===== config.mk =====
export PLATFORM = sky130hd
export DESIGN_NAME = keyframe_linear_interpolator
export DESIGN_NICKNAME = d
export VERILOG_FILES = /design/src/sv/kli_pkg.sv /design/src/sv/keyframe_linear_interpolator.sv
export SDC_FILE = /design/constraint.sdc
export NUM_CORES = 2
export LEC_CHECK = 0
export BUFFER_PORTS_ARGS = -buffer_cell sky130_fd_sc_hd__clkbuf_2
export CORE_UTILIZATION = 40
export CTS_BUF_LIST = sky130_fd_sc_hd__clkbuf_2
export CTS_CLUSTER_SIZE = 16
export DETAILED_ROUTE_END_ITERATION = 8
export GPL_ROUTABILITY_DRIVEN = 0
export SLEW_MARGIN = 20
export SYNTH_ARGS = -nofsm -noshare
export SYNTH_HDL_FRONTEND = slang
export SYNTH_SLANG_ARGS = --single-unit

===== constraint.sdc =====
create_clock -name clk -period 24.7 [get_ports clk]
set_input_delay 1.235 -clock clk [delete_from_list [all_inputs] [get_ports clk]]
set_output_delay 1.235 -clock clk [all_outputs]
set_load 0.05 [all_outputs]

===== src/sv/kli_pkg.sv =====
// ----------------------------------------------------------------------------
// Keyframe linear interpolator package
// Sizes, field widths and function codes shared by the interpolator files.
// ----------------------------------------------------------------------------
package kli_pkg;

  localparam int MAX_KEYFRAMES = 16;
  localparam int CNT_W         = $clog2(MAX_KEYFRAMES + 1);
  localparam int IDX_W         = $clog2(MAX_KEYFRAMES);

  localparam int TIME_W        = 16;
  localparam int ANGLE_W       = 16;
  localparam int NUM_ANGLES    = 8;
  localparam int ROW_W         = ANGLE_W * NUM_ANGLES;
  localparam int LANE_W        = $clog2(NUM_ANGLES + 1);
  localparam int LANE_IDX_W    = $clog2(NUM_ANGLES);

  localparam int FRAC_W        = 16;
  localparam int DIV_CNT_W     = $clog2(FRAC_W);
  localparam int DIFF_W        = ANGLE_W + 1;
  localparam int PROD_W        = 2 * DIFF_W;

  localparam logic FUNC_QUERY  = 1'b0;
  localparam logic FUNC_APPEND = 1'b1;

endpackage


===== src/sv/keyframe_linear_interpolator.sv =====
// ----------------------------------------------------------------------------
// Keyframe linear interpolator
// Stores keyframes of eight joint angles and interpolates a pose at a time.
// ----------------------------------------------------------------------------
// Channel   Handshake              Payload
// request   start, busy            in_func, in_time_value, in_leg_*, in_knee_*
// result    out_strobe             out_ok, out_pose_*
//
// An append, or a query with fewer than two keyframes, gives its result in the next
// cycle. A query keeps busy high through N time memory reads, N being the keyframe
// count, and one span pick; if a span holds its time, busy stays high on through a
// 16-step serial divider and nine steps of one multiplier shared by the angles.
// Reset clears the keyframe count and the control state; the keyframe memories are not cleared.
// Results cannot be stalled and show for exactly one cycle.
// ----------------------------------------------------------------------------
module keyframe_linear_interpolator
  import kli_pkg::*;
(
  input  logic                      clk,
  input  logic                      rst_n,
  input  logic                      start,
  output logic                      busy,
  input  logic                      in_func,
  input  logic [TIME_W-1:0]         in_time_value,
  input  logic signed [ANGLE_W-1:0] in_leg_left_x,
  input  logic signed [ANGLE_W-1:0] in_leg_left_y,
  input  logic signed [ANGLE_W-1:0] in_leg_right_x,
  input  logic signed [ANGLE_W-1:0] in_leg_right_y,
  input  logic signed [ANGLE_W-1:0] in_knee_left_x,
  input  logic signed [ANGLE_W-1:0] in_knee_left_y,
  input  logic signed [ANGLE_W-1:0] in_knee_right_x,
  input  logic signed [ANGLE_W-1:0] in_knee_right_y,
  output logic                      out_strobe,
  output logic                      out_ok,
  output logic signed [ANGLE_W-1:0] out_pose_leg_left_x,
  output logic signed [ANGLE_W-1:0] out_pose_leg_left_y,
  output logic signed [ANGLE_W-1:0] out_pose_leg_right_x,
  output logic signed [ANGLE_W-1:0] out_pose_leg_right_y,
  output logic signed [ANGLE_W-1:0] out_pose_knee_left_x,
  output logic signed [ANGLE_W-1:0] out_pose_knee_left_y,
  output logic signed [ANGLE_W-1:0] out_pose_knee_right_x,
  output logic signed [ANGLE_W-1:0] out_pose_knee_right_y
);

  typedef enum logic [4:0] {
    ST_IDLE     = 5'b00001,
    ST_SCAN     = 5'b00010,
    ST_SCAN_END = 5'b00100,
    ST_DIV      = 5'b01000,
    ST_LERP     = 5'b10000
  } state_t;

  state_t                     state_r;
  logic [CNT_W-1:0]           key_count_r;
  logic [TIME_W-1:0]          q_r;
  logic [IDX_W-1:0]           scan_idx_r;
  logic                       rd_vld_r;
  logic [IDX_W-1:0]           rd_idx_r;
  logic [TIME_W-1:0]          time_rd_r;
  logic [TIME_W-1:0]          prev_t_r;
  logic                       found_r;
  logic                       found_nxt;
  logic [IDX_W-1:0]           best_r;
  logic [IDX_W-1:0]           best_nxt;
  logic [TIME_W-1:0]          t0_r;
  logic [TIME_W-1:0]          t0_nxt;
  logic [TIME_W-1:0]          t1_r;
  logic [TIME_W-1:0]          t1_nxt;
  logic [TIME_W-1:0]          rem_r;
  logic [FRAC_W-1:0]          quo_r;
  logic [TIME_W-1:0]          span_r;
  logic                       sat_r;
  logic                       zero_r;
  logic [DIV_CNT_W-1:0]       div_cnt_r;
  logic [ROW_W-1:0]           ang_rd_r;
  logic [ROW_W-1:0]           a_r;
  logic [ROW_W-1:0]           b_r;
  logic [FRAC_W-1:0]          frac_r;
  logic [LANE_W-1:0]          lane_r;
  logic signed [PROD_W-1:0]   prod_r;
  logic signed [ANGLE_W-1:0]  prod_a_r;
  logic                       out_strobe_r;
  logic                       out_ok_r;
  logic signed [ANGLE_W-1:0]  out_pose_r [NUM_ANGLES];

  logic [TIME_W-1:0]          time_mem [MAX_KEYFRAMES];
  logic [ROW_W-1:0]           ang_mem  [MAX_KEYFRAMES];

  logic                       accept;
  logic                       table_full;
  logic                       mem_we;
  logic [ROW_W-1:0]           wr_row;
  logic [IDX_W-1:0]           ang_addr;
  logic [CNT_W-1:0]           cnt_m1;
  logic [IDX_W-1:0]           last_idx;
  logic                       cur_match;
  logic [TIME_W:0]            rem2;
  logic [TIME_W:0]            rem_sub;
  logic                       sub_ok;
  logic [TIME_W-1:0]          rem_step;
  logic [FRAC_W-1:0]          quo_step;
  logic [FRAC_W-1:0]          frac_div;
  logic [LANE_IDX_W-1:0]      lane_idx;
  logic [LANE_W-1:0]          lane_m1;
  logic [ANGLE_W-1:0]         a_lane;
  logic [ANGLE_W-1:0]         b_lane;
  logic signed [DIFF_W-1:0]   diff;
  logic signed [PROD_W-1:0]   prod_nxt;
  logic signed [PROD_W-FRAC_W-1:0] lerp_sum;

  assign accept     = start && !busy;
  assign busy       = (state_r != ST_IDLE);
  assign table_full = (key_count_r == CNT_W'(MAX_KEYFRAMES));
  assign mem_we     = accept && (in_func == FUNC_APPEND) && !table_full;
  assign wr_row     = {in_knee_right_y, in_knee_right_x, in_knee_left_y, in_knee_left_x,
                       in_leg_right_y, in_leg_right_x, in_leg_left_y, in_leg_left_x};
  assign ang_addr   = (div_cnt_r == '0) ? best_r : best_r + 1'b1;
  assign cnt_m1     = key_count_r - 1'b1;
  assign last_idx   = cnt_m1[IDX_W-1:0];

  always_ff @(posedge clk) begin
    if (mem_we) begin
      time_mem[key_count_r[IDX_W-1:0]] <= in_time_value;
      ang_mem[key_count_r[IDX_W-1:0]]  <= wr_row;
    end
    time_rd_r <= time_mem[scan_idx_r];
    ang_rd_r  <= ang_mem[ang_addr];
  end

  always_comb begin
    cur_match = rd_vld_r && (rd_idx_r != '0) && (prev_t_r <= q_r) && (time_rd_r >= q_r);
    found_nxt = found_r || cur_match;
    best_nxt  = cur_match ? rd_idx_r - 1'b1 : best_r;
    t0_nxt    = cur_match ? prev_t_r : t0_r;
    t1_nxt    = cur_match ? time_rd_r : t1_r;
  end

  always_comb begin
    rem2     = {rem_r, 1'b0};
    rem_sub  = rem2 - {1'b0, span_r};
    sub_ok   = (rem2 >= {1'b0, span_r});
    rem_step = sub_ok ? rem_sub[TIME_W-1:0] : rem2[TIME_W-1:0];
    quo_step = {quo_r[FRAC_W-2:0], sub_ok};
    if (zero_r) begin
      frac_div = '0;
    end else if (sat_r) begin
      frac_div = '1;
    end else begin
      frac_div = quo_step;
    end
  end

  always_comb begin
    lane_idx = lane_r[LANE_IDX_W-1:0];
    lane_m1  = lane_r - 1'b1;
    a_lane   = a_r[lane_idx*ANGLE_W +: ANGLE_W];
    b_lane   = b_r[lane_idx*ANGLE_W +: ANGLE_W];
    diff     = $signed({b_lane[ANGLE_W-1], b_lane}) - $signed({a_lane[ANGLE_W-1], a_lane});
    prod_nxt = $signed({1'b0, frac_r}) * diff;
    lerp_sum = $signed(prod_r[PROD_W-1:FRAC_W])
             + $signed({{(PROD_W-FRAC_W-ANGLE_W){prod_a_r[ANGLE_W-1]}}, prod_a_r});
  end

  always_ff @(posedge clk) begin
    if (!rst_n) begin
      state_r      <= ST_IDLE;
      key_count_r  <= '0;
      rd_vld_r     <= 1'b0;
      found_r      <= 1'b0;
      out_strobe_r <= 1'b0;
    end else begin
      out_strobe_r <= 1'b0;
      case (state_r)
        ST_IDLE: begin
          if (start) begin
            if (in_func == FUNC_APPEND) begin
              out_strobe_r <= 1'b1;
              out_ok_r     <= !table_full;
              for (int i = 0; i < NUM_ANGLES; i++) out_pose_r[i] <= '0;
              if (!table_full) key_count_r <= key_count_r + 1'b1;
            end else if (key_count_r < CNT_W'(2)) begin
              out_strobe_r <= 1'b1;
              out_ok_r     <= 1'b0;
              for (int i = 0; i < NUM_ANGLES; i++) out_pose_r[i] <= '0;
            end else begin
              state_r    <= ST_SCAN;
              q_r        <= in_time_value;
              scan_idx_r <= '0;
              rd_vld_r   <= 1'b0;
              found_r    <= 1'b0;
            end
          end
        end
        ST_SCAN: begin
          rd_vld_r <= 1'b1;
          rd_idx_r <= scan_idx_r;
          found_r  <= found_nxt;
          best_r   <= best_nxt;
          t0_r     <= t0_nxt;
          t1_r     <= t1_nxt;
          if (rd_vld_r) prev_t_r <= time_rd_r;
          if (scan_idx_r == last_idx) begin
            state_r <= ST_SCAN_END;
          end else begin
            scan_idx_r <= scan_idx_r + 1'b1;
          end
        end
        ST_SCAN_END: begin
          rd_vld_r <= 1'b0;
          best_r   <= best_nxt;
          if (found_nxt) begin
            state_r   <= ST_DIV;
            rem_r     <= q_r - t0_nxt;
            span_r    <= t1_nxt - t0_nxt;
            sat_r     <= (q_r == t1_nxt);
            zero_r    <= (t0_nxt == t1_nxt);
            quo_r     <= '0;
            div_cnt_r <= '0;
          end else begin
            state_r      <= ST_IDLE;
            out_strobe_r <= 1'b1;
            out_ok_r     <= 1'b0;
            for (int i = 0; i < NUM_ANGLES; i++) out_pose_r[i] <= '0;
          end
        end
        ST_DIV: begin
          rem_r     <= rem_step;
          quo_r     <= quo_step;
          div_cnt_r <= div_cnt_r + 1'b1;
          if (div_cnt_r == DIV_CNT_W'(1)) a_r <= ang_rd_r;
          if (div_cnt_r == DIV_CNT_W'(2)) b_r <= ang_rd_r;
          if (div_cnt_r == DIV_CNT_W'(FRAC_W - 1)) begin
            frac_r  <= frac_div;
            lane_r  <= '0;
            state_r <= ST_LERP;
          end
        end
        ST_LERP: begin
          lane_r <= lane_r + 1'b1;
          if (lane_r != LANE_W'(NUM_ANGLES)) begin
            prod_r   <= prod_nxt;
            prod_a_r <= a_lane;
          end
          if (lane_r != '0) begin
            out_pose_r[lane_m1[LANE_IDX_W-1:0]] <= lerp_sum[ANGLE_W-1:0];
          end
          if (lane_r == LANE_W'(NUM_ANGLES)) begin
            state_r      <= ST_IDLE;
            out_strobe_r <= 1'b1;
            out_ok_r     <= 1'b1;
          end
        end
        default: begin
          state_r <= ST_IDLE;
        end
      endcase
    end
  end

  assign out_strobe            = out_strobe_r;
  assign out_ok                = out_ok_r;
  assign out_pose_leg_left_x   = out_pose_r[0];
  assign out_pose_leg_left_y   = out_pose_r[1];
  assign out_pose_leg_right_x  = out_pose_r[2];
  assign out_pose_leg_right_y  = out_pose_r[3];
  assign out_pose_knee_left_x  = out_pose_r[4];
  assign out_pose_knee_left_y  = out_pose_r[5];
  assign out_pose_knee_right_x = out_pose_r[6];
  assign out_pose_knee_right_y = out_pose_r[7];

endmodule


== After elaboration in Yosys (flattened, before gate mapping) ==
Memory sizes are Yosys's and may differ from the RTL's. A register that Yosys moved wholly into a read port is not among the register bits.
Index checks and enable logic that the tools add are counted.

* $add $sub $neg: 13
* $mul: 1
* Order comparisons: 4
* Equality and inequality tests: 25
* Shifts and indexed selects: 2
* Muxes and demuxes: 81
* Bitwise operators: 19
* Reduce and logical (&&, ||, !) cells: 36

{| class="wikitable"
|+ Operator list
! kind !! number
|-
| 16-bit 2-to-1 mux || 22
|-
| 128-bit by 8-bit variable part select with 16-bit output || 2
|-
| 16-bit subtractor || 3
|-
| 1-bit 2-to-1 mux || 33
|-
| 16-bit equality test || 2
|-
| 17-bit by 17-bit multiplier with 32-bit output || 1
|-
| 4-bit 2-to-1 mux || 8
|-
| 16-bit one-hot mux with 2 select lines || 1
|-
| 5-bit 2-to-1 mux || 6
|-
| 15-bit one-hot mux with 2 select lines || 1
|-
| 3-bit AND reduction || 9
|-
| 5-bit one-hot mux with 5 select lines || 1
|-
| 4-bit one-hot mux with 2 select lines || 3
|-
| 2-bit != test (second input constant) || 9
|-
| 6-bit AND reduction || 3
|-
| 17-bit by 16-bit greater-or-equal comparator with 1-bit output || 1
|-
| 16-bit by 16-bit subtractor with 17-bit output || 1
|-
| 16-bit adder || 1
|-
| 4-bit by 1-bit adder with 4-bit output (second input constant) || 4
|-
| 16-bit greater-or-equal comparator || 1
|-
| 16-bit <= comparator || 1
|-
| 1-bit bitwise OR || 16
|-
| 16-bit OR reduction || 1
|-
| 15-bit 2-to-1 mux || 1
|-
| 31 further kinds || 50
|}

* Register bits: 467
* Memory bits (writable): 2,432
* Bits of input ports: 148
* Memories kept: 3

{| class="wikitable"
|+ Memory list
! memory !! words !! bits a word !! rd ports !! clocked after Yosys merged registers in !! write ports !! line !! text
|-
| ang_mem || 16 || 128 || 1 || 1 || 1 || keyframe_linear_interpolator.sv:87 || <nowiki>logic [ROW_W-1:0] ang_mem [MAX_KEYFRAMES];</nowiki>
|-
| time_mem || 16 || 16 || 1 || 1 || 1 || keyframe_linear_interpolator.sv:86 || <nowiki>logic [TIME_W-1:0] time_mem [MAX_KEYFRAMES];</nowiki>
|-
| out_pose_r || 8 || 16 || 8 || 0 || 8 || keyframe_linear_interpolator.sv:84 || <nowiki>logic signed [ANGLE_W-1:0] out_pose_r [NUM_ANGLES];</nowiki>
|}

== Depth between registers and ports, before layout ==
* Word-level depth: 11
* Depth in mapped cells: 38
* Gate-level depth less buffers: 34

== Worst setup path after synthesis ==
Ideal clock, no wire load.

* Path kind: input-to-reg
* Start point: in start
* End point: mem ang_mem[3][0] (netlist bit) (enable)
* Library setup time: 0.823 ns
* Arrival: 11.570 ns
* Slack: 12.307 ns
* Stages: 4
* Cells stage by stage: nand2_1 > nor2_1 > nand2_1 > nor3_1

* Cells in the longest elaborated chain, start to end: 5

{| class="wikitable"
|+ RTL lines
! element !! line !! text
|-
| start, declared || keyframe_linear_interpolator.sv:21 || <nowiki>input logic start,</nowiki>
|-
| 1-bit logical AND || keyframe_linear_interpolator.sv:111 || <nowiki>assign accept = start && !busy;</nowiki>
|-
| 1-bit logical AND (2 in series) || keyframe_linear_interpolator.sv:114 || <nowiki>assign mem_we = accept && (in_func == FUNC_APPEND) && !table_full;</nowiki>
|-
| 1-bit 2-to-1 mux || keyframe_linear_interpolator.sv:122 || <nowiki>if (mem_we) begin</nowiki>
|-
| 1-bit 2-to-1 mux (implied by the code) || keyframe_linear_interpolator.sv:124 || <nowiki>ang_mem[key_count_r[IDX_W-1:0]] <= wr_row;</nowiki>
|-
| end, declared || keyframe_linear_interpolator.sv:87 ||
|}

No other way between the ends.

== Worst setup path after layout ==
* Start point: reg lane_r[0]
* End point: reg prod_r[31] (data pin)

* Cells in the longest elaborated chain, start to end: 3

{| class="wikitable"
|+ RTL lines
! element !! line !! text
|-
| start, declared || keyframe_linear_interpolator.sv:79 || <nowiki>logic [LANE_W-1:0] lane_r;</nowiki>
|-
| start signal, assigned || keyframe_linear_interpolator.sv:239 || <nowiki>lane_r <= lane_r + 1'b1;</nowiki>
|-
| 128-bit by 8-bit variable part select with 16-bit output (on tied branches) || keyframe_linear_interpolator.sv:157, keyframe_linear_interpolator.sv:156 ||
|-
| 16-bit by 16-bit subtractor with 17-bit output (*) || keyframe_linear_interpolator.sv:158 || <nowiki>diff = $signed({b_lane[ANGLE_W-1], b_lane}) - $signed({a_lane[ANGLE_W-1], a_lane});</nowiki>
|-
| 17-bit by 17-bit multiplier with 32-bit output (*) || keyframe_linear_interpolator.sv:159 || <nowiki>prod_nxt = $signed({1'b0, frac_r}) * diff;</nowiki>
|-
| net prod_nxt[31] || keyframe_linear_interpolator.sv:108 || <nowiki>logic signed [PROD_W-1:0] prod_nxt;</nowiki>
|-
| end signal, assigned || keyframe_linear_interpolator.sv:241 || <nowiki>prod_r <= prod_nxt;</nowiki>
|-
| end, declared || keyframe_linear_interpolator.sv:80 || <nowiki>logic signed [PROD_W-1:0] prod_r;</nowiki>
|}

The timed path passes the listed nets; every way through them passes the cells marked *.
A chain may end at the register's enable or synchronous reset.

==> results by group <==
Run status
  – Status: completed

Cells and area
  – Area Growth Syn to Fin: 13.6%
  – Layout cells sized above 1: 30.6%
  – Layout net count: 7,967
  – Post-Route Utilization: 45.6%

GRT
  – Initial antenna violation count: 44
  – Met2 usage: 31.9%
  – GRT Resource Usage Total: 19.7%
  – Gr ovfl total: 0
  – GRT busiest layer: met2
  – GR Util met1: 27.4%
  – Largest net degree at the start of global routing: 108
  – Grt met3 use: 3.60%
  – Global-route wire length before repair: 448,000 um
  – Vias in the first global route: 66,900

Clock network
  – Htree depth: 6
  – Clock sinks: 3,027
  – Latest clock arrival within the worst-skew pair: 2.09 ns
  – Clock root cell: clkbuf_2
  – CTS tree: done
  – Clock transition at path regs: 0.11 ns
  – CTS Buffer Depth: 4
  – CTS buffer count: 743

Pwr
  – Worst VDD drop: 0.0540 mV
  – PwrDens: 71.4 nW/um2
  – Leakage: 49.2 nW

Setup path
  – Critical Path AT: 12.94 ns
  – Slowest stage cell, crit path: a211oi_4
  – Worst reg-to-reg path cell count: 34
  – Startpoint types: flip-flop
  – Cell repeated most along the worst path: fa_1
  – Max stage delay on crit path: 0.75 ns
  – Crit path kind: flip-flop to flip-flop
  – CP Max Fanout: 43
  – Crit path capture type: flip-flop
  – WP data required: 26.43 ns

Timing
  – Min Tclk post-route: 11.21 ns
  – RSZ-0062 raised after global routing: false
  – Tcrit/Tclk final: 45.4%
  – Final Skew: 0.209 ns
  – Slew @ Worst Pin: 1.19 ns
  – Setup_tns: 0 ns
  – Final hold violation count: 0
  – Slew Limit Fails: 0
  – Max Freq: 89.2 MHz
  – Final setup fails: 0
  – Worst slew margin: 20.1%

Min path
  – Hold Crit Depth: 2
  – Hold crit path type: primary input to flip-flop

Floorplanning
  – # rows: 204
  – IO Count: 279
  – Die H: 559 um
  – Die area: 312,000 um2
  – Core area: 309,000 um2
  – Starting Density: 40.2%
  – Die Wd: 559 um

Place
  – Post-DP HPWL: 174,000 um
  – Port Buf Inserts: 278

Logic synthesis
  – Register area share after synthesis: 72.1%
  – Syn_nets: 6,758
  – Syn. warnings: 0
  – Synth unique cells: 75
  – FFs w/ async S/R, synth: 0%
  – #FFs+latches synth: 3,027
  – Most used DFF post-synth: edfxtp_1
  – Cells after Synth: 6,162
  – Syn Area/Cell: 20.1 um2
  – EDFF count, synth: 2,870
  – Syn Std Cell Area: 124,000 um2

Detailed routing
  – Via Count: 64,100
  – Final Routed Wirelength: 308,000 um
  – DRT iter0 DRCs: 5,703
  – Post-DRT Antenna Nets: 0
  – DRC: 0
  – 1st-pass router iterations: 6
  – DR WL/cell: 25.5 um
  – Via density per instance: 5.31

Flow run
  – Max_cap viols: 0
registers in the layout, summed over array words and instances, names as in the netlist, 5 cells and up:
signal	count
a_r	128
ang_mem	2048
ang_rd_r	128
b_r	128
frac_r	16
key_count_r	5
out_pose_r	128
prev_t_r	16
prod_a_r	16
prod_r	16
q_r	16
quo_r	15
rem_r	16
span_r	16
state_r	5
t0_r	16
t1_r	16
time_mem	256
time_rd_r	16
path summary, 6_finish.rpt:
check | from | to | slack, ns
min reg2reg | ang_rd_r[126] | b_r[126] | 0.29
min | in_leg_left_x[14] | ang_mem[3][14] | 0.24
max reg2reg | lane_r[0] | prod_r[31] | 13.49
max | lane_r[0] | prod_r[31] | 13.49
power by group:
part           leakage (nW)  switching (W)  internal, W
Clock                  5.20        0.00200      0.00135
Sequential             27.3      0.0000277      0.00572
Combinational          16.7       0.000582     0.000357
Total                  49.2        0.00261      0.00743
layout make-up:
type / instances / area, um2
diodes: 17 / 42.5
repair buffers: 712 / 5520
multi-input cells: 2514 / 32400
fillers: 26500 / 168000
flip-flops and latches: 3027 / 89300
inverters: 373 / 1400
clock inverters: 220 / 1460
clock buffers: 1085 / 5430
well taps: 4120 / 5150
metal layers:
metal  vias to the layer above  part of all wire (%)
met2                      2370                    49
li1                      27300                     -
met3                       459                   6.5
met1                     33900                    43
met5                         -                 0.055
met4                        28                   1.9
worst max-delay path: cells and delay by family (launching register included):
family | cells | cell delay, ns
AO/OA/AOI/OAI | 12 | 3.63
adder cells (fa/ha/maj) | 8 | 3.54
buffers and inverters | 6 | 1.36
multiplexers | 2 | 0.84
AND/OR/NAND/NOR | 5 | 0.76
flip-flops | 1 | 0.39
XOR/XNOR | 1 | 0.37
cells in the mapped netlist (7+ instances only):
master    count  area [um2]
and3_1       23         144
a21boi_0      9        67.6
or2_2         9        56.3
buf_1        23        86.3
o21a_1        7        52.6
mux4_2      772       17400
mux2i_1      56         561
o22ai_1       7        43.8
fa_1        213        4260
nor2b_1      58         363
and2_1       97         607
edfxtp_1   2870       86200
nand2b_1     13        81.3
clkbuf_1    145         544
xnor2_1      71         622
a211oi_1     19         143
nand4_1      15        93.8
buf_2        78         390
nand2_1     218         818
a21o_1       27         203
o21ai_0      40         200
nor2_1      273        1020
xor2_1       47         412
a21oi_1      86         430
inv_1       373        1400
mux2_2       29         327
or3_1         8        50.1
nor4_1        8        50.1
nor3_1       41         205
dfxtp_1     157        3140
nand3_1      37         185
a31oi_1      15        93.8
ha_1        235        2940
cells by family after synthesis:
logic type | Yosys count | share of synthesized area [%]
flip-flops | 3027 | 72.1
multiplexers | 860 | 14.8
AND/OR/NAND/NOR | 827 | 3.15
buffers and inverters | 621 | 1.97
adder cells (fa/ha/maj) | 448 | 5.81
AO/OA/AOI/OAI | 260 | 1.36
XOR/XNOR | 119 | 0.852
cell usage in the layout (no fill, tap or decap), types with 9 or more instances in the layout:
cell type	count
a21o_1	27
edfxtp_1	2870
mux2i_1	55
nand3_1	37
buf_4	123
a211oi_1	18
inv_6	13
fa_1	213
clkbuf_2	1363
nor3_1	37
nand2b_1	13
clkinv_2	18
nor2_1	259
dfxtp_1	157
a31oi_1	15
diode_2	17
nor2_4	12
and3_1	23
clkinv_4	11
inv_1	373
o21ai_0	40
nand2_1	218
bufinv_16	15
xor2_1	42
mux2_2	28
ha_1	235
buf_12	9
dlygate4sd3_1	301
xnor2_1	71
a21oi_1	85
nand4_1	15
nor2b_1	57
mux4_2	772
or2_2	9
clkinv_1	144
and2_1	97
per-stage QoR:
step	worst slack (ns)	total power, W	std cells	cell area, um2	hold slack, ns
after global placement	13.49	0.00674	10400	131000	0.407
after global routing	12.78	0.0105	12100	141000	0.0727
after CTS	13.49	0.0102	12100	141000	0.00167
after detailed placement	13.51	0.00676	10400	131000	0.411
final	13.49	0.0100	12100	141000	0.243
after floorplan	12.31	0.00649	6162	124000	0.404
repair_timing:
item                                    CTS  global route
gates resized for setup                   0             0
setup buffers                             0             0
hold buffers                            301             0
endpoints found under the hold margin  2398             0
Note: power is estimated with default switching activity, not from simulation.
